### config.mk
export PLATFORM = sky130hd
export DESIGN_NAME = differential_drive_odometry
export DESIGN_NICKNAME = d
export VERILOG_FILES = /design/src/sv/ddo_pkg.sv /design/src/sv/ddo_cordic.sv /design/src/sv/differential_drive_odometry.sv
export VERILOG_INCLUDE_DIRS = /design/src /design/src/sv
export SDC_FILE = /design/constraint.sdc
export NUM_CORES = 2
export LEC_CHECK = 0
export BUFFER_PORTS_ARGS = -buffer_cell sky130_fd_sc_hd__buf_4
export CAP_MARGIN = 20
export CORE_UTILIZATION = 55
export DETAILED_ROUTE_END_ITERATION = 8
export HOLD_SLACK_MARGIN = 0.06
export PLACE_DENSITY = 0.72
export SYNTH_ARGS = -nofsm -noshare
export SYNTH_HDL_FRONTEND = slang
export SYNTH_SLANG_ARGS = --single-unit
### constraint.sdc
create_clock -name clk_i -period 24.3 [get_ports clk_i]
set_input_delay 0 -clock clk_i [delete_from_list [all_inputs] [get_ports clk_i]]
set_output_delay 0 -clock clk_i [all_outputs]
set_load 0.01 [all_outputs]
### src/sv/differential_drive_odometry_assert.svh
// Assertion macros for the differential drive odometry block.
// Used by the top level; ASSERT_OFF turns every check into nothing.
`ifndef DIFFERENTIAL_DRIVE_ODOMETRY_ASSERT_SVH
`define DIFFERENTIAL_DRIVE_ODOMETRY_ASSERT_SVH
`ifndef ASSERT_OFF
// Concurrent check on an explicit clock and active-low reset
`define DDO_ASSERT_CLK(name, clk, rst_n, prop, msg) \
  name: assert property (@(posedge clk) disable iff (!rst_n) prop) else $error(msg);
// Concurrent check on the block clock and reset
`define DDO_ASSERT(name, prop, msg) `DDO_ASSERT_CLK(name, clk_i, rst_ni, prop, msg)
`else
`define DDO_ASSERT_CLK(name, clk, rst_n, prop, msg)
`define DDO_ASSERT(name, prop, msg)
`endif
`endif

### src/sv/ddo_pkg.sv
// Shared types, constants and the arctangent table of the odometry block.
// No dependencies; used by ddo_cordic and differential_drive_odometry.
`default_nettype none

package ddo_pkg;

  // Parameter defaults
  localparam int unsigned POSITION_BITS_DEF     = 32;
  localparam int unsigned ANGLE_BITS_DEF        = 32;
  localparam int unsigned CORDIC_ITERATIONS_DEF = 24;

  // Fixed formats
  localparam int unsigned GUARD_BITS  = 8;
  localparam int unsigned DIST_W      = 20;
  localparam int unsigned INV_W       = 24;
  localparam int unsigned ANG_W       = 32;
  localparam int unsigned OUT_W       = 32;
  localparam int unsigned IN_TDATA_W  = 40;
  localparam int unsigned OUT_TDATA_W = 184;

  localparam logic [INV_W-1:0] INV_AXIS_RESET = 24'd468114;
  // round(2^32 / (2 pi)) and CORDIC gain compensation, both Q0.32
  localparam logic [31:0] INV_TWO_PI_Q32 = 32'd683565276;
  localparam logic [31:0] GAIN_Q32       = 32'd2608131496;

  // Sequencer states
  typedef enum logic [3:0] {
    ST_IDLE,
    ST_PROD,
    ST_LOAD,
    ST_LO,
    ST_HI,
    ST_SUM,
    ST_ROT,
    ST_POST,
    ST_HSET,
    ST_CLEAR
  } ddo_state_e;

  // What the current scaling pass works on
  typedef enum logic [1:0] {
    PH_TURN,
    PH_DISP,
    PH_HOME_X,
    PH_HOME_Y
  } ddo_phase_e;

  // atan(2^-i), 2^32 per turn
  function automatic logic [31:0] atan_lut(input logic [4:0] idx);
    logic [31:0] a;
    case (idx)
      5'd0:  a = 32'd536870912;
      5'd1:  a = 32'd316933406;
      5'd2:  a = 32'd167458907;
      5'd3:  a = 32'd85004756;
      5'd4:  a = 32'd42667331;
      5'd5:  a = 32'd21354465;
      5'd6:  a = 32'd10679838;
      5'd7:  a = 32'd5340245;
      5'd8:  a = 32'd2670163;
      5'd9:  a = 32'd1335087;
      5'd10: a = 32'd667544;
      5'd11: a = 32'd333772;
      5'd12: a = 32'd166886;
      5'd13: a = 32'd83443;
      5'd14: a = 32'd41721;
      5'd15: a = 32'd20860;
      5'd16: a = 32'd10430;
      5'd17: a = 32'd5215;
      5'd18: a = 32'd2607;
      5'd19: a = 32'd1303;
      5'd20: a = 32'd651;
      5'd21: a = 32'd325;
      5'd22: a = 32'd162;
      5'd23: a = 32'd81;
      5'd24: a = 32'd40;
      5'd25: a = 32'd20;
      5'd26: a = 32'd10;
      5'd27: a = 32'd5;
      5'd28: a = 32'd2;
      5'd29: a = 32'd1;
      default: a = 32'd0;
    endcase
    return a;
  endfunction

endpackage

`default_nettype wire

### src/sv/ddo_cordic.sv
// Iterative rotation-mode CORDIC: one micro-rotation per clock.
// Depends on ddo_pkg (arctangent table).
`default_nettype none

module ddo_cordic #(
  parameter int unsigned WIDTH      = 43,
  parameter int unsigned ITERATIONS = ddo_pkg::CORDIC_ITERATIONS_DEF
) (
  input  wire                     clk_i,
  input  wire                     rst_ni,
  input  wire                     start_i,
  input  wire logic signed [WIDTH-1:0] x_i,
  input  wire logic signed [WIDTH-1:0] y_i,
  input  wire logic [31:0]        angle_i,
  output logic                    done_o,
  output logic signed [WIDTH-1:0] x_o,
  output logic signed [WIDTH-1:0] y_o
);

  localparam int unsigned CNTW = $clog2(ITERATIONS);
  localparam logic [CNTW-1:0] LAST = CNTW'(ITERATIONS - 1);

  logic                    busy_q;
  logic                    done_q;
  logic [CNTW-1:0]         cnt_q;
  logic signed [WIDTH-1:0] x_q, y_q;
  logic signed [32:0]      z_q;

  // Fold the angle into [-quarter, quarter) by negating the vector
  logic [31:0]             quad;
  logic                    flip;
  logic [31:0]             ang_f;
  logic signed [WIDTH-1:0] x_in, y_in;

  assign quad  = angle_i + 32'h4000_0000;
  assign flip  = quad[31];
  assign ang_f = {angle_i[31] ^ flip, angle_i[30:0]};
  assign x_in  = flip ? -x_i : x_i;
  assign y_in  = flip ? -y_i : y_i;

  // One micro-rotation
  logic [4:0]              sh;
  logic signed [WIDTH-1:0] dx, dy;
  logic signed [32:0]      at;

  assign sh = 5'(cnt_q);
  assign dx = y_q >>> sh;
  assign dy = x_q >>> sh;
  assign at = $signed({1'b0, ddo_pkg::atan_lut(sh)});

  // Control
  always_ff @(posedge clk_i or negedge rst_ni) begin
    if (!rst_ni) begin
      busy_q <= 1'b0;
      done_q <= 1'b0;
      cnt_q  <= '0;
    end else begin
      done_q <= busy_q && (cnt_q == LAST);
      if (start_i) begin
        busy_q <= 1'b1;
        cnt_q  <= '0;
      end else if (busy_q) begin
        if (cnt_q == LAST) begin
          busy_q <= 1'b0;
        end
        cnt_q <= cnt_q + CNTW'(1);
      end
    end
  end

  // Datapath
  always_ff @(posedge clk_i) begin
    if (start_i) begin
      x_q <= x_in;
      y_q <= y_in;
      z_q <= 33'($signed(ang_f));
    end else if (busy_q) begin
      if (!z_q[32]) begin
        x_q <= x_q - dx;
        y_q <= y_q + dy;
        z_q <= z_q - at;
      end else begin
        x_q <= x_q + dx;
        y_q <= y_q - dy;
        z_q <= z_q + at;
      end
    end
  end

  assign done_o = done_q;
  assign x_o    = x_q;
  assign y_o    = y_q;

endmodule

`default_nettype wire

### src/sv/differential_drive_odometry.sv
// Channel   Dir  Contents (low bit first)
// s_axis    in   tdata: left_distance[19:0], right_distance[39:20]; tuser: clear_pose
// m_axis    out  tdata: position_x, position_y, heading_angle, travel, home_x,
//                home_y, 4 zero bits; tuser: saturated
// cfg       in   cfg_wdata_i = inverse_axis_length, written when cfg_we_i is high
//
// For a motion word, the CORDIC unit runs two rotations and the one 32x32 multiplier
// makes nine products in turn. s_axis_tready_o is high only while the sequencer
// is idle. A finished word waits in the output register; the next word is accepted
// meanwhile and holds its last step until that register frees. Reset clears pose
// and heading and restores inverse_axis_length to its default.
// Depends on ddo_pkg, ddo_cordic and differential_drive_odometry_assert.svh.
`default_nettype none

`include "differential_drive_odometry_assert.svh"

module differential_drive_odometry #(
  parameter int unsigned POSITION_BITS     = ddo_pkg::POSITION_BITS_DEF,
  parameter int unsigned ANGLE_BITS        = ddo_pkg::ANGLE_BITS_DEF,
  parameter int unsigned CORDIC_ITERATIONS = ddo_pkg::CORDIC_ITERATIONS_DEF
) (
  input  wire                                  clk_i,
  input  wire                                  rst_ni,
  // input stream
  input  wire                                  s_axis_tvalid_i,
  output logic                                 s_axis_tready_o,
  input  wire [ddo_pkg::IN_TDATA_W-1:0]        s_axis_tdata_i,  // left, right
  input  wire                                  s_axis_tuser_i,  // clear_pose
  // output stream
  output logic                                 m_axis_tvalid_o,
  input  wire                                  m_axis_tready_i,
  output logic [ddo_pkg::OUT_TDATA_W-1:0]      m_axis_tdata_o,  // px, py, hdg, travel, hx, hy
  output logic                                 m_axis_tuser_o,  // saturated
  // configuration
  input  wire                                  cfg_we_i,
  input  wire [ddo_pkg::INV_W-1:0]             cfg_wdata_i
);

  localparam int unsigned P    = POSITION_BITS;
  localparam int unsigned MAXP = (P > 21) ? P : 21;
  localparam int unsigned CW   = MAXP + ddo_pkg::GUARD_BITS + 3;   // CORDIC width
  localparam int unsigned MAGW = (P > 45) ? P : 45;                // scaler magnitude
  localparam int unsigned RW   = CW - ddo_pkg::GUARD_BITS;          // home result
  localparam int unsigned DW   = RW - 1;                            // displacement
  localparam int unsigned SW   = RW;                                // pose + step
  localparam int unsigned CLW  = (RW + 1 > 33) ? RW + 1 : 33;       // clip width
  localparam int unsigned LOWB = 32 - ANGLE_BITS;

  localparam logic [32:0] UNIT = 33'd1 << LOWB;
  localparam logic [32:0] HALF = UNIT >> 1;
  localparam logic [32:0] MASK = ~(UNIT - 33'd1);

  localparam logic signed [CW-1:0] RND8 = CW'(128);
  localparam logic signed [CW-1:0] RND9 = CW'(256);

  localparam logic signed [CLW-1:0] PHI = {{(CLW - P + 1){1'b0}}, {(P - 1){1'b1}}};
  localparam logic signed [CLW-1:0] PLO = ~PHI;
  localparam logic signed [CLW-1:0] OHI = {{(CLW - 31){1'b0}}, {31{1'b1}}};
  localparam logic signed [CLW-1:0] OLO = ~OHI;

  function automatic logic signed [CLW-1:0] clip(input logic signed [CLW-1:0] v,
                                                 input logic signed [CLW-1:0] lo,
                                                 input logic signed [CLW-1:0] hi);
    logic signed [CLW-1:0] r;
    r = v;
    if (v < lo) begin
      r = lo;
    end else if (v > hi) begin
      r = hi;
    end
    return r;
  endfunction

  // ---------------------------------------------------------------------------
  // Registers
  ddo_pkg::ddo_state_e state_q, state_d;
  ddo_pkg::ddo_phase_e phase_q;

  logic [ddo_pkg::INV_W-1:0]         inv_q;
  logic signed [ddo_pkg::DIST_W-1:0] left_q, right_q;
  logic signed [P-1:0]               pose_x_q, pose_y_q;
  logic [31:0]                       heading_q;
  logic [31:0]                       mid_q;
  logic [MAGW-1:0]                   mag_q;
  logic                              neg_q;
  logic [63:0]                       mul_q;
  logic [31:0]                       carry_q;
  logic signed [CW-1:0]              vx_q;
  logic                              sat_q;
  logic                              out_valid_q;
  logic [ddo_pkg::OUT_TDATA_W-1:0]   out_data_q;
  logic                              out_sat_q;

  // ---------------------------------------------------------------------------
  // Wheel sums
  logic signed [20:0] sum, diff;
  logic [20:0]        sum_mag, diff_mag;

  assign sum      = 21'(left_q) + 21'(right_q);
  assign diff     = 21'(left_q) - 21'(right_q);
  assign sum_mag  = sum[20] ? 21'(-sum) : 21'(sum);
  assign diff_mag = diff[20] ? 21'(-diff) : 21'(diff);

  // Pose magnitudes for the home vector
  logic [P-1:0] pmag_x, pmag_y;
  assign pmag_x = pose_x_q[P-1] ? P'(-pose_x_q) : P'(pose_x_q);
  assign pmag_y = pose_y_q[P-1] ? P'(-pose_y_q) : P'(pose_y_q);

  // ---------------------------------------------------------------------------
  // Rounded scaling result: hi product plus rounded carry of the lo product
  logic [63:0]          lo_round;
  logic [MAGW-1:0]      res;
  logic [CW-1:0]        sc_mag;
  logic signed [CW-1:0] sc_vec, sc_shift;

  assign lo_round = mul_q + 64'h8000_0000;
  assign res      = mul_q[MAGW-1:0] + MAGW'(carry_q);
  assign sc_mag   = CW'(res[MAXP-1:0]);
  assign sc_vec   = neg_q ? -$signed(sc_mag) : $signed(sc_mag);
  assign sc_shift = sc_vec <<< ddo_pkg::GUARD_BITS;

  // Heading change, snapped to the angle resolution
  logic [32:0] d_mag, d_val, dq;
  logic [31:0] mid_d;

  assign d_mag = res[32:0];
  assign d_val = neg_q ? -d_mag : d_mag;
  assign dq    = (d_val + HALF) & MASK;
  assign mid_d = heading_q + dq[32:1];

  // ---------------------------------------------------------------------------
  // CORDIC unit
  logic                 cordic_start;
  logic signed [CW-1:0] cordic_x0, cordic_y0;
  logic [31:0]          cordic_ang;
  logic                 cordic_done;
  logic signed [CW-1:0] cx, cy;

  ddo_cordic #(
    .WIDTH      (CW),
    .ITERATIONS (CORDIC_ITERATIONS)
  ) u_cordic (
    .clk_i   (clk_i),
    .rst_ni  (rst_ni),
    .start_i (cordic_start),
    .x_i     (cordic_x0),
    .y_i     (cordic_y0),
    .angle_i (cordic_ang),
    .done_o  (cordic_done),
    .x_o     (cx),
    .y_o     (cy)
  );

  // Displacement: round with one extra shift, which halves (L+R)
  logic signed [CW-1:0]  dx_full, dy_full;
  logic signed [SW-1:0]  psum_x, psum_y;
  logic signed [CLW-1:0] pclip_x, pclip_y;
  logic                  pflag;

  assign dx_full = (cx + RND9) >>> (ddo_pkg::GUARD_BITS + 1);
  assign dy_full = (cy + RND9) >>> (ddo_pkg::GUARD_BITS + 1);
  assign psum_x  = SW'(pose_x_q) + SW'($signed(dx_full[DW-1:0]));
  assign psum_y  = SW'(pose_y_q) + SW'($signed(dy_full[DW-1:0]));
  assign pclip_x = clip(CLW'(psum_x), PLO, PHI);
  assign pclip_y = clip(CLW'(psum_y), PLO, PHI);
  assign pflag   = (pclip_x != CLW'(psum_x)) || (pclip_y != CLW'(psum_y));

  // Home vector and output clipping
  logic signed [CW-1:0]  hx_full, hy_full;
  logic signed [RW:0]    hy_neg;
  logic signed [CLW-1:0] oc_px, oc_py, oc_hx, oc_hy;
  logic                  oflag;

  assign hx_full = (cx + RND8) >>> ddo_pkg::GUARD_BITS;
  assign hy_full = (cy + RND8) >>> ddo_pkg::GUARD_BITS;
  assign hy_neg  = -(RW + 1)'($signed(hy_full[RW-1:0]));
  assign oc_px   = clip(CLW'(pose_x_q), OLO, OHI);
  assign oc_py   = clip(CLW'(pose_y_q), OLO, OHI);
  assign oc_hx   = clip(CLW'($signed(hx_full[RW-1:0])), OLO, OHI);
  assign oc_hy   = clip(CLW'(hy_neg), OLO, OHI);
  assign oflag   = (oc_px != CLW'(pose_x_q)) || (oc_py != CLW'(pose_y_q)) ||
                   (oc_hx != CLW'($signed(hx_full[RW-1:0]))) || (oc_hy != CLW'(hy_neg));

  logic [ddo_pkg::OUT_TDATA_W-1:0] result_word;
  assign result_word = {4'b0, oc_hy[31:0], oc_hx[31:0], sum[20:1], heading_q,
                        oc_py[31:0], oc_px[31:0]};

  // ---------------------------------------------------------------------------
  // Sequencer: next state
  logic out_free;
  logic in_accept;

  assign out_free  = !out_valid_q || m_axis_tready_i;
  assign in_accept = s_axis_tvalid_i && s_axis_tready_o;

  always_comb begin
    state_d = state_q;
    case (state_q)
      ddo_pkg::ST_IDLE: begin
        if (s_axis_tvalid_i) begin
          state_d = s_axis_tuser_i ? ddo_pkg::ST_CLEAR : ddo_pkg::ST_PROD;
        end
      end
      ddo_pkg::ST_PROD: state_d = ddo_pkg::ST_LOAD;
      ddo_pkg::ST_LOAD: state_d = ddo_pkg::ST_LO;
      ddo_pkg::ST_LO:   state_d = ddo_pkg::ST_HI;
      ddo_pkg::ST_HI:   state_d = ddo_pkg::ST_SUM;
      ddo_pkg::ST_SUM: begin
        if (phase_q == ddo_pkg::PH_DISP || phase_q == ddo_pkg::PH_HOME_Y) begin
          state_d = ddo_pkg::ST_ROT;
        end else begin
          state_d = ddo_pkg::ST_LO;
        end
      end
      ddo_pkg::ST_ROT: begin
        if (cordic_done) begin
          state_d = ddo_pkg::ST_POST;
        end
      end
      ddo_pkg::ST_POST: begin
        if (phase_q == ddo_pkg::PH_DISP) begin
          state_d = ddo_pkg::ST_HSET;
        end else if (out_free) begin
          state_d = ddo_pkg::ST_IDLE;
        end
      end
      ddo_pkg::ST_HSET: state_d = ddo_pkg::ST_LO;
      ddo_pkg::ST_CLEAR: begin
        if (out_free) begin
          state_d = ddo_pkg::ST_IDLE;
        end
      end
      default: state_d = ddo_pkg::ST_IDLE;
    endcase
  end

  // Sequencer: outputs
  logic [31:0] mul_a, mul_b;
  logic [31:0] kconst;
  logic        out_load;
  logic        out_clear;

  assign kconst = (phase_q == ddo_pkg::PH_TURN) ? ddo_pkg::INV_TWO_PI_Q32 : ddo_pkg::GAIN_Q32;

  always_comb begin
    s_axis_tready_o = 1'b0;
    mul_a           = '0;
    mul_b           = '0;
    cordic_start    = 1'b0;
    cordic_x0       = sc_shift;
    cordic_y0       = '0;
    cordic_ang      = mid_q;
    out_load        = 1'b0;
    out_clear       = 1'b0;
    case (state_q)
      ddo_pkg::ST_IDLE: s_axis_tready_o = 1'b1;
      ddo_pkg::ST_PROD: begin
        mul_a = 32'(diff_mag);
        mul_b = 32'(inv_q);
      end
      ddo_pkg::ST_LO: begin
        mul_a = mag_q[31:0];
        mul_b = kconst;
      end
      ddo_pkg::ST_HI: begin
        mul_a = 32'(mag_q[MAGW-1:32]);
        mul_b = kconst;
      end
      ddo_pkg::ST_SUM: begin
        if (phase_q == ddo_pkg::PH_DISP) begin
          cordic_start = 1'b1;
        end else if (phase_q == ddo_pkg::PH_HOME_Y) begin
          cordic_start = 1'b1;
          cordic_x0    = vx_q;
          cordic_y0    = sc_shift;
          cordic_ang   = 32'd0 - heading_q;
        end
      end
      ddo_pkg::ST_POST: begin
        out_load = (phase_q == ddo_pkg::PH_HOME_Y) && out_free;
      end
      ddo_pkg::ST_CLEAR: begin
        out_load  = out_free;
        out_clear = 1'b1;
      end
      default: ;
    endcase
  end

  // ---------------------------------------------------------------------------
  // Control state, pose and configuration
  always_ff @(posedge clk_i or negedge rst_ni) begin
    if (!rst_ni) begin
      state_q     <= ddo_pkg::ST_IDLE;
      inv_q       <= ddo_pkg::INV_AXIS_RESET;
      pose_x_q    <= '0;
      pose_y_q    <= '0;
      heading_q   <= '0;
      out_valid_q <= 1'b0;
    end else begin
      state_q <= state_d;
      if (cfg_we_i) begin
        inv_q <= cfg_wdata_i;
      end
      // clear request zeroes the pose at accept
      if (in_accept && s_axis_tuser_i) begin
        pose_x_q  <= '0;
        pose_y_q  <= '0;
        heading_q <= '0;
      end
      if (state_q == ddo_pkg::ST_SUM && phase_q == ddo_pkg::PH_TURN) begin
        heading_q <= heading_q + dq[31:0];
      end
      if (state_q == ddo_pkg::ST_POST && phase_q == ddo_pkg::PH_DISP) begin
        pose_x_q <= pclip_x[P-1:0];
        pose_y_q <= pclip_y[P-1:0];
      end
      // output word handshake
      if (out_load) begin
        out_valid_q <= 1'b1;
      end else if (m_axis_tready_i) begin
        out_valid_q <= 1'b0;
      end
    end
  end

  // Datapath registers
  always_ff @(posedge clk_i) begin
    mul_q <= mul_a * mul_b;
    if (in_accept) begin
      left_q  <= $signed(s_axis_tdata_i[19:0]);
      right_q <= $signed(s_axis_tdata_i[39:20]);
      sat_q   <= 1'b0;
    end
    case (state_q)
      ddo_pkg::ST_LOAD: begin
        mag_q   <= mul_q[MAGW-1:0];
        neg_q   <= diff[20];
        phase_q <= ddo_pkg::PH_TURN;
      end
      ddo_pkg::ST_HI: begin
        carry_q <= lo_round[63:32];
      end
      ddo_pkg::ST_SUM: begin
        if (phase_q == ddo_pkg::PH_TURN) begin
          mid_q   <= mid_d;
          mag_q   <= MAGW'(sum_mag);
          neg_q   <= sum[20];
          phase_q <= ddo_pkg::PH_DISP;
        end else if (phase_q == ddo_pkg::PH_HOME_X) begin
          vx_q    <= sc_shift;
          mag_q   <= MAGW'(pmag_y);
          neg_q   <= !pose_y_q[P-1] && (pose_y_q != '0);
          phase_q <= ddo_pkg::PH_HOME_Y;
        end
      end
      ddo_pkg::ST_POST: begin
        if (phase_q == ddo_pkg::PH_DISP) begin
          sat_q <= sat_q | pflag;
        end
      end
      ddo_pkg::ST_HSET: begin
        mag_q   <= MAGW'(pmag_x);
        neg_q   <= !pose_x_q[P-1] && (pose_x_q != '0);
        phase_q <= ddo_pkg::PH_HOME_X;
      end
      default: ;
    endcase
    if (out_load) begin
      out_data_q <= out_clear ? '0 : result_word;
      out_sat_q  <= out_clear ? 1'b0 : (sat_q | oflag);
    end
  end

  assign m_axis_tvalid_o = out_valid_q;
  assign m_axis_tdata_o  = out_data_q;
  assign m_axis_tuser_o  = out_sat_q;

  // ---------------------------------------------------------------------------
  // Checks
  `DDO_ASSERT(a_busy_after_accept, in_accept |=> !s_axis_tready_o, "ready high right after accept")
  `DDO_ASSERT(a_done_in_rot, cordic_done |-> (state_q == ddo_pkg::ST_ROT), "CORDIC done outside rotation wait")
  `DDO_ASSERT(a_clear_zeroes_pose, (in_accept && s_axis_tuser_i) |=> (pose_x_q == '0 && pose_y_q == '0 && heading_q == '0), "clear did not zero pose")

endmodule

`default_nettype wire
After elaboration in Yosys (flattened, before gate mapping). Memories as Yosys holds them, arrays and structs flattened. Cells that the tools add are included.

Bitwise logic cells: 4. Equal/unequal tests: 22. $add $sub $neg: 30. Mux-type cells: 77. Order comparisons: 12. Reduce and logical (&&, ||, !) cells: 32. Multipliers: 1. Shifts and indexed selects: 2.

Operator list (number): $mux 43 (14); $mux 36 (12); $mux 32 (10); $pmux 45 s3 (1); $mux 33 (4); $ne 36x35->1 (3); $gt 35x32->1 const B (3); $lt 35x32->1 const B (3); $pmux 32 s3 (1); $mux 45 (2); $add 43x10->43 const B (2); $add 43x43->43 (2); $add 43x9->43 const B (2); $neg 43->43 (2); $sshr 43x5->43 (2); $sub 43x43->43 (2); $ne 36x32->1 (2); $add 32x34->35 (2); $add 32x32->32 (2); $add 64x32->64 const B (1); $gt 32x32->1 const B (2); $lt 32x32->1 const B (2); $mul 32x32->64 (1); $neg 32->32 (2); 51 further kinds (101).

Input port bits: 70. Flip-flop bits (word level): 688. Word-level logic and storage cells: 206. Memories: 1. Memory bits (read-only): 960. Output and inout port bits: 187.

Memories: (name not given) (words 32, bits a word 30, read ports 1, clocked after Yosys merged registers in 0, wr ports 0, RTL line ddo_pkg.sv:51) `case (idx)`.

Logic depth before layout (Yosys ltp).
Word-level depth: 10. Depth in mapped cells: 51. Gate-level depth less buffers: 48.

Modules after synthesis. From an unflattened synthesis, not the netlist that was laid out.

Cells, all modules: 10504. Area total of the unflattened synthesis: 92130.9 sq um.

By module, submodules not included: differential_drive_odometry (cells an instance 7784, sequential area each 15489.9 sq um, area an instance 69639.3 sq um, times used 1); ddo_cordic (cells an instance 2720, sequential area each 3748.6 sq um, area an instance 22491.6 sq um, times used 1).

Worst setup path after synthesis. Ideal clock, no wire load.

Kind: register -> register. Start: register left_q[1] (netlist name). End: register mul_q[63]. Arrival time: 12.201 ns. Path buffers: 1. Data required time: 24.173 ns. Clock period less this slack: 12.328 ns. Slack: 11.972 ns. Library setup time: 0.127 ns. Stages on the path, launching flop included: 44. Cells stage by stage: edfxtp_1 > ha_1 > nor2b_1 > o21ai_0 > a21boi_0 > o21ai_0 > a21boi_0 > o2111ai_1 > and4b_1 > nor3_1 > or4b_2 > nor4b_1 > a31oi_1 > xnor2_1 > a21oi_1 > clkbuf_1 > nor2_1 > fa_1 > [... 8 more ...] > inv_1 > fa_1 > fa_1 > ha_1 > nand2_1 > or3_1 > a21oi_1 > or4_1 > a21oi_1 > o41ai_1 > a211oi_1 > o2111ai_1 > o211ai_1 > o31ai_1 > a211oi_1 > o21ai_0 > a221oi_1 > xnor2_1.

Cells in the longest elaborated chain, start to end: 5.

RTL lines: start, declared (RTL line differential_drive_odometry.sv:80) `logic signed [ddo_pkg::DIST_W-1:0] left_q, right_q;`; start signal, assigned (RTL line differential_drive_odometry.sv:331) `left_q <= $signed(s_axis_tdata_i[19:0]);`; $sub 20x20->21 (*) (RTL line differential_drive_odometry.sv:100) `assign diff = 21'(left_q) - 21'(right_q);`; $neg 21->21 (RTL line differential_drive_odometry.sv:102) `assign diff_mag = diff[20] ? 21'(-diff) : 21'(diff);`; $mux 21 (*) (RTL line differential_drive_odometry.sv:102); $pmux 32 s3 (*) (RTL line differential_drive_odometry.sv:255) `case (state_q)`; $mul 32x32->64 (*) (RTL line differential_drive_odometry.sv:329) `mul_q <= mul_a * mul_b;`; end signal, assigned (RTL line differential_drive_odometry.sv:329); end, declared (RTL line differential_drive_odometry.sv:86) `logic [63:0] mul_q;`.

Mark *: on every way between the ends. The rest lies on a longest branch, timed or not. A chain may end at the register's enable or synchronous reset.

Final worst setup path.
Start: register right_q[1] (netlist name). End: register mul_q[63].

Cells in the longest elaborated chain, start to end: 5.

RTL lines: start, declared (RTL line differential_drive_odometry.sv:80); start signal, assigned (RTL line differential_drive_odometry.sv:332) `right_q <= $signed(s_axis_tdata_i[39:20]);`; $sub 20x20->21 (*) (RTL line differential_drive_odometry.sv:100); $neg 21->21 (RTL line differential_drive_odometry.sv:102); $mux 21 (*) (RTL line differential_drive_odometry.sv:102); $pmux 32 s3 (*) (RTL line differential_drive_odometry.sv:255); $mul 32x32->64 (*) (RTL line differential_drive_odometry.sv:329).

Marks and branches as above.

==> results <==
- The flow ran to the end, and the final reports show no timing, DRC or antenna violations.
- After detailed routing, the number of vias per cell comes to 6.25.
- The post-route non-filler standard cell count is 12400.
- OpenSTA, run right after detailed placement, puts the worst setup slack at 9.90 ns.
- Summed over all layers, the routed wires come to 326000 microns.
- Derived from the worst setup path, the maximum achievable clock frequency is 0.0671 GHz.
- In the final layout, the share of cells above drive strength 1 is 0.0830.
- The detailed-placement wirelength estimate is 255000 microns.
- The cell depth of the worst flop-to-flop path is 42.
- The number of flops mapped to enable cells by yosys is 487.
- The path with the worst hold slack has its endpoint at m_axis_tvalid_o$_DFFE_PN0P_.
- The first-iteration detailed-routing DRC count is 9139.
- Detailed routing inserted a total of 77500 vias.
- By instance count, the cell type seen most on the critical path is sky130_fd_sc_hd__fa_1.
- The most common library cell in the layout ignoring fill and taps is sky130_fd_sc_hd__inv_1.
- Entering global routing, the biggest net connects 89 pins.
- The total overflow left after global routing is 0.
- Synthesis inferred 684 register bits.
- The initial utilization of the core area, before any placement, comes to 0.556.
- The clock latency reported for the late side of the worst-skew pair is 0.75 ns.
- The number of nets in the layout is 11800.
- The final count of pins violating max slew is 0.
- The number of inserted filler cells in the final layout is 13900.
- Counting distinct cell types in the post-synthesis netlist gives 101.
- Counting every instance in the synthesized netlist gives 9979.
- The path type of the worst setup path is reg -> reg.
- The number of rows created at floorplan is 146.
- The core region area is 159000 sq um.
- In this run the mean area of a mapped cell was 8.86 sq um.
- The number of antenna violations at the first check in global routing is 23.
- The most used flip-flop cell after synthesis is sky130_fd_sc_hd__edfxtp_1.
- The worst hold path class is in -> reg.
- The slowest stage of the critical path is the sky130_fd_sc_hd__a21oi_2 cell.
- Clock tree synthesis inserted a total of 83 buffers.
- In this run the worst path has a maximum fanout of 14.
- The source of the critical timing path is right_q[1]$_DFFE_PP_.
- The worst hold path begins at m_axis_tready_i.
- TritonCTS built the clock tree.
- The clock transition time at the flip-flop clock pins of the worst setup and hold paths is 0.06 ns.
- The total setup buffers inserted after CTS is 0.
- STA classifies the critical path startpoint as a register.
- In this design, the largest share of critical-path delay is due to compound AO/OA/AOI/OAI gates.
- After detailed placement, the design holds a cell count of 12100.
- Setup violations remaining at the end of the flow were counted as 0.
- The worst path meets setup with 9.39 ns of slack.
- The first TritonRoute pass finished after 7 iterations.
- The startpoint of the most critical register-to-register path is right_q[1]$_DFFE_PP_.
- The number of instances on the worst hold path is 4.
- The buffer and inverter count on the worst path is 6.
- The worst register-to-register path has a setup slack of 9.39 ns.
- The detail route stage leaves a number of antenna-violating nets equal to 0.
- The wire length of the first global-routing pass is 485000 microns.
- The TritonCTS sink count is 684.
- Setup repair after global routing left no endpoint under its margin.
- The tree is rooted in a sky130_fd_sc_hd__clkbuf_16.
- The setup TNS is 0 ns.
- From synthesis to final layout, the design area changed by 10.0%.
- The arrival time at the worst endpoint is 15.50 ns.
- Measured along the x axis, the die boundary spans 403 microns.
- The count of max-cap constraint violations is 0.
- The setup clock skew after layout is 0.0429 ns.
- In this run the vertical extent of the chip is 403 microns.
- The worst register-to-register path ends at mul_q[63]$_DFF_P_.
- Routability-driven placement finished with a final weighted congestion of 1.01.
- Gates resized during post-CTS repair numbered 0.
- The die covers 162000 sq um.
- The library cells used most frequently in the layout, excluding fill and tap cells, are sky130_fd_sc_hd__inv_1 (1344), sky130_fd_sc_hd__nand2_1 (1020), sky130_fd_sc_hd__nor2_1 (861).
- Yosys printed 0 warnings.
- The DRC violation count after routing is 0.
- The number of global-route vias before repair was 76400.
- The part of the cycle the worst path needs is 0.614.
- The endpoint required time on the critical path is 24.89 ns.
- The maximum cell stage delay along the critical path is 0.93 ns.
- Counting along the longest clock path gives a buffer depth of 3.
- The final-report hold violation count is 0.
- The H-tree was split into 3 levels.
- For the pin with the worst max-slew slack, the measured transition is 1.24 ns.
- The worst path in the final design needs a cycle of 14.91 ns, including I/O delays and setup.
- The combined area of the multi-input logic cells is 62900 sq um.
- Headroom to the max-slew limit came out at 0.162.
- The I/O pin total is 257.
- The share of the Yosys chip area taken by registers is 0.218.
- STA classifies the critical path endpoint as a register.
- The cell area that synthesis handed to floorplanning was 88400 sq um.
- The number of hold buffers added after CTS was 160.
- The global router's overall resource usage is 0.400.
- Summing all flip-flop and latch instances after layout gives 19200 sq um.
- During placement, the flow inserted port buffers numbering 252.
- In the final routed layout, each cell accounts on average for 26.3 microns.
- In the synthesized netlist the async set-or-reset flop fraction comes to 0.193.
## flip-flops by register name (all words and copies together) (netlist names), 2 cells and up
register	flops
mag_q	45
pose_y_q	32
left_q	20
mid_q	32
m_axis_tdata_o	180
vx_q	35
u_cordic.y_o	43
right_q	20
u_cordic.z_q	33
inv_q	24
mul_q	64
phase_q	2
state_q	4
carry_q	32
heading_q	32
pose_x_q	32
u_cordic.x_o	43
u_cordic.cnt_q	5
## worst min-delay path: stages
cell                            delay (ns)
sky130_fd_sc_hd__dlygate4sd3_1        0.52
sky130_fd_sc_hd__buf_4                0.10
sky130_fd_sc_hd__nor2b_1              0.13
sky130_fd_sc_hd__nand2b_1             0.20
## routing by layer
metal / wire length (microns) / share of wire / vias up / track usage
li1: - / - / 34200 / -
met1: 132000 / 0.41 / 38200 / 0.549
met3: 37200 / 0.11 / 756 / 0.102
met4: 16600 / 0.051 / 6 / 0.171
met5: 39 / 0.00012 / - / 0
met2: 140000 / 0.43 / 4277 / 0.599
## cell usage after synthesis (29+ instances only)
| library cell | count | share of area |
|---|---|---|
| sky130_fd_sc_hd__o31ai_1 | 70 | 0.0059 |
| sky130_fd_sc_hd__nor3_1 | 140 | 0.0079 |
| sky130_fd_sc_hd__or3_1 | 64 | 0.0045 |
| sky130_fd_sc_hd__xnor2_1 | 498 | 0.049 |
| sky130_fd_sc_hd__xor2_1 | 288 | 0.029 |
| sky130_fd_sc_hd__nor2b_1 | 65 | 0.0046 |
| sky130_fd_sc_hd__a21oi_1 | 569 | 0.032 |
| sky130_fd_sc_hd__clkbuf_1 | 344 | 0.015 |
| sky130_fd_sc_hd__a211oi_1 | 67 | 0.0057 |
| sky130_fd_sc_hd__dfrtp_1 | 124 | 0.035 |
| sky130_fd_sc_hd__a31oi_1 | 95 | 0.0067 |
| sky130_fd_sc_hd__mux4_2 | 103 | 0.026 |
| sky130_fd_sc_hd__o22ai_1 | 29 | 0.0021 |
| sky130_fd_sc_hd__buf_1 | 61 | 0.0026 |
| sky130_fd_sc_hd__a21o_1 | 156 | 0.013 |
| sky130_fd_sc_hd__inv_1 | 1346 | 0.057 |
| sky130_fd_sc_hd__nand3_1 | 153 | 0.0087 |
| sky130_fd_sc_hd__a22oi_1 | 34 | 0.0029 |
| sky130_fd_sc_hd__nor4_1 | 40 | 0.0028 |
| sky130_fd_sc_hd__nand2_1 | 1022 | 0.043 |
| sky130_fd_sc_hd__mux2_2 | 80 | 0.010 |
| sky130_fd_sc_hd__dfxtp_1 | 65 | 0.015 |
| sky130_fd_sc_hd__o21bai_1 | 43 | 0.0037 |
| sky130_fd_sc_hd__ha_1 | 662 | 0.094 |
| sky130_fd_sc_hd__and2_1 | 171 | 0.012 |
| sky130_fd_sc_hd__o211ai_1 | 40 | 0.0034 |
| sky130_fd_sc_hd__nor2_1 | 868 | 0.037 |
| sky130_fd_sc_hd__nand2b_1 | 113 | 0.0080 |
| sky130_fd_sc_hd__o21ai_0 | 473 | 0.027 |
| sky130_fd_sc_hd__o21a_1 | 103 | 0.0087 |
| sky130_fd_sc_hd__nand4_1 | 62 | 0.0044 |
| sky130_fd_sc_hd__edfxtp_1 | 487 | 0.17 |
| sky130_fd_sc_hd__fa_1 | 843 | 0.19 |
| sky130_fd_sc_hd__and3_1 | 126 | 0.0089 |
| sky130_fd_sc_hd__mux2i_1 | 110 | 0.012 |
| sky130_fd_sc_hd__or2_2 | 37 | 0.0026 |
## metrics by stage
step	cell area, sq um	utilization	hold slack (ns)
after floorplan	88600	-	-0.296
after global placement	92800	0.584	0.150
final	97300	0.612	0.288
after detailed placement	92800	0.584	0.162
after global routing	97300	0.612	0.306
after CTS	97200	0.612	0.236
## cell families (layout without fill, tap and decap cells)
logic type	after synthesis	after routing	synth area share
simple gates	2956	2956	0.154
compound gates	1974	1974	0.141
buf+inv	1779	2078	0.0761
fa+ha+maj	1505	1505	0.285
xor+xnor	786	786	0.0779
flops	684	684	0.218
mux	293	293	0.0489
other cells	2	63	0.0000849
## layout make-up
cell class                      count  share of cell area
Clock inverter                     45             0.00503
Inverter                         1350              0.0521
Sequential cell                   684               0.198
Multi-Input combinational cell   7573               0.646
Clock buffer                      110              0.0232
Tap cell                         2072              0.0267
Timing Repair Buffer              573              0.0488
Antenna cell                        4            0.000103
## how the worst max path moves through the flow
stage                   endpoint  slack (ns)  depth (start not counted)
5_1_grt        mul_q[63]$_DFF_P_        8.98                         43
3_5_place_dp   mul_q[63]$_DFF_P_        9.90                         42
4_1_cts        mul_q[63]$_DFF_P_        9.81                         42
6_report       mul_q[63]$_DFF_P_        9.39                         42
3_3_place_gp   mul_q[63]$_DFF_P_       10.17                         42
2_1_floorplan  mul_q[63]$_DFF_P_       11.97                         43
Power is left out: the tool's default activity adds up to more than one toggle a clock period on the data nets, which glitch-free logic cannot reach.
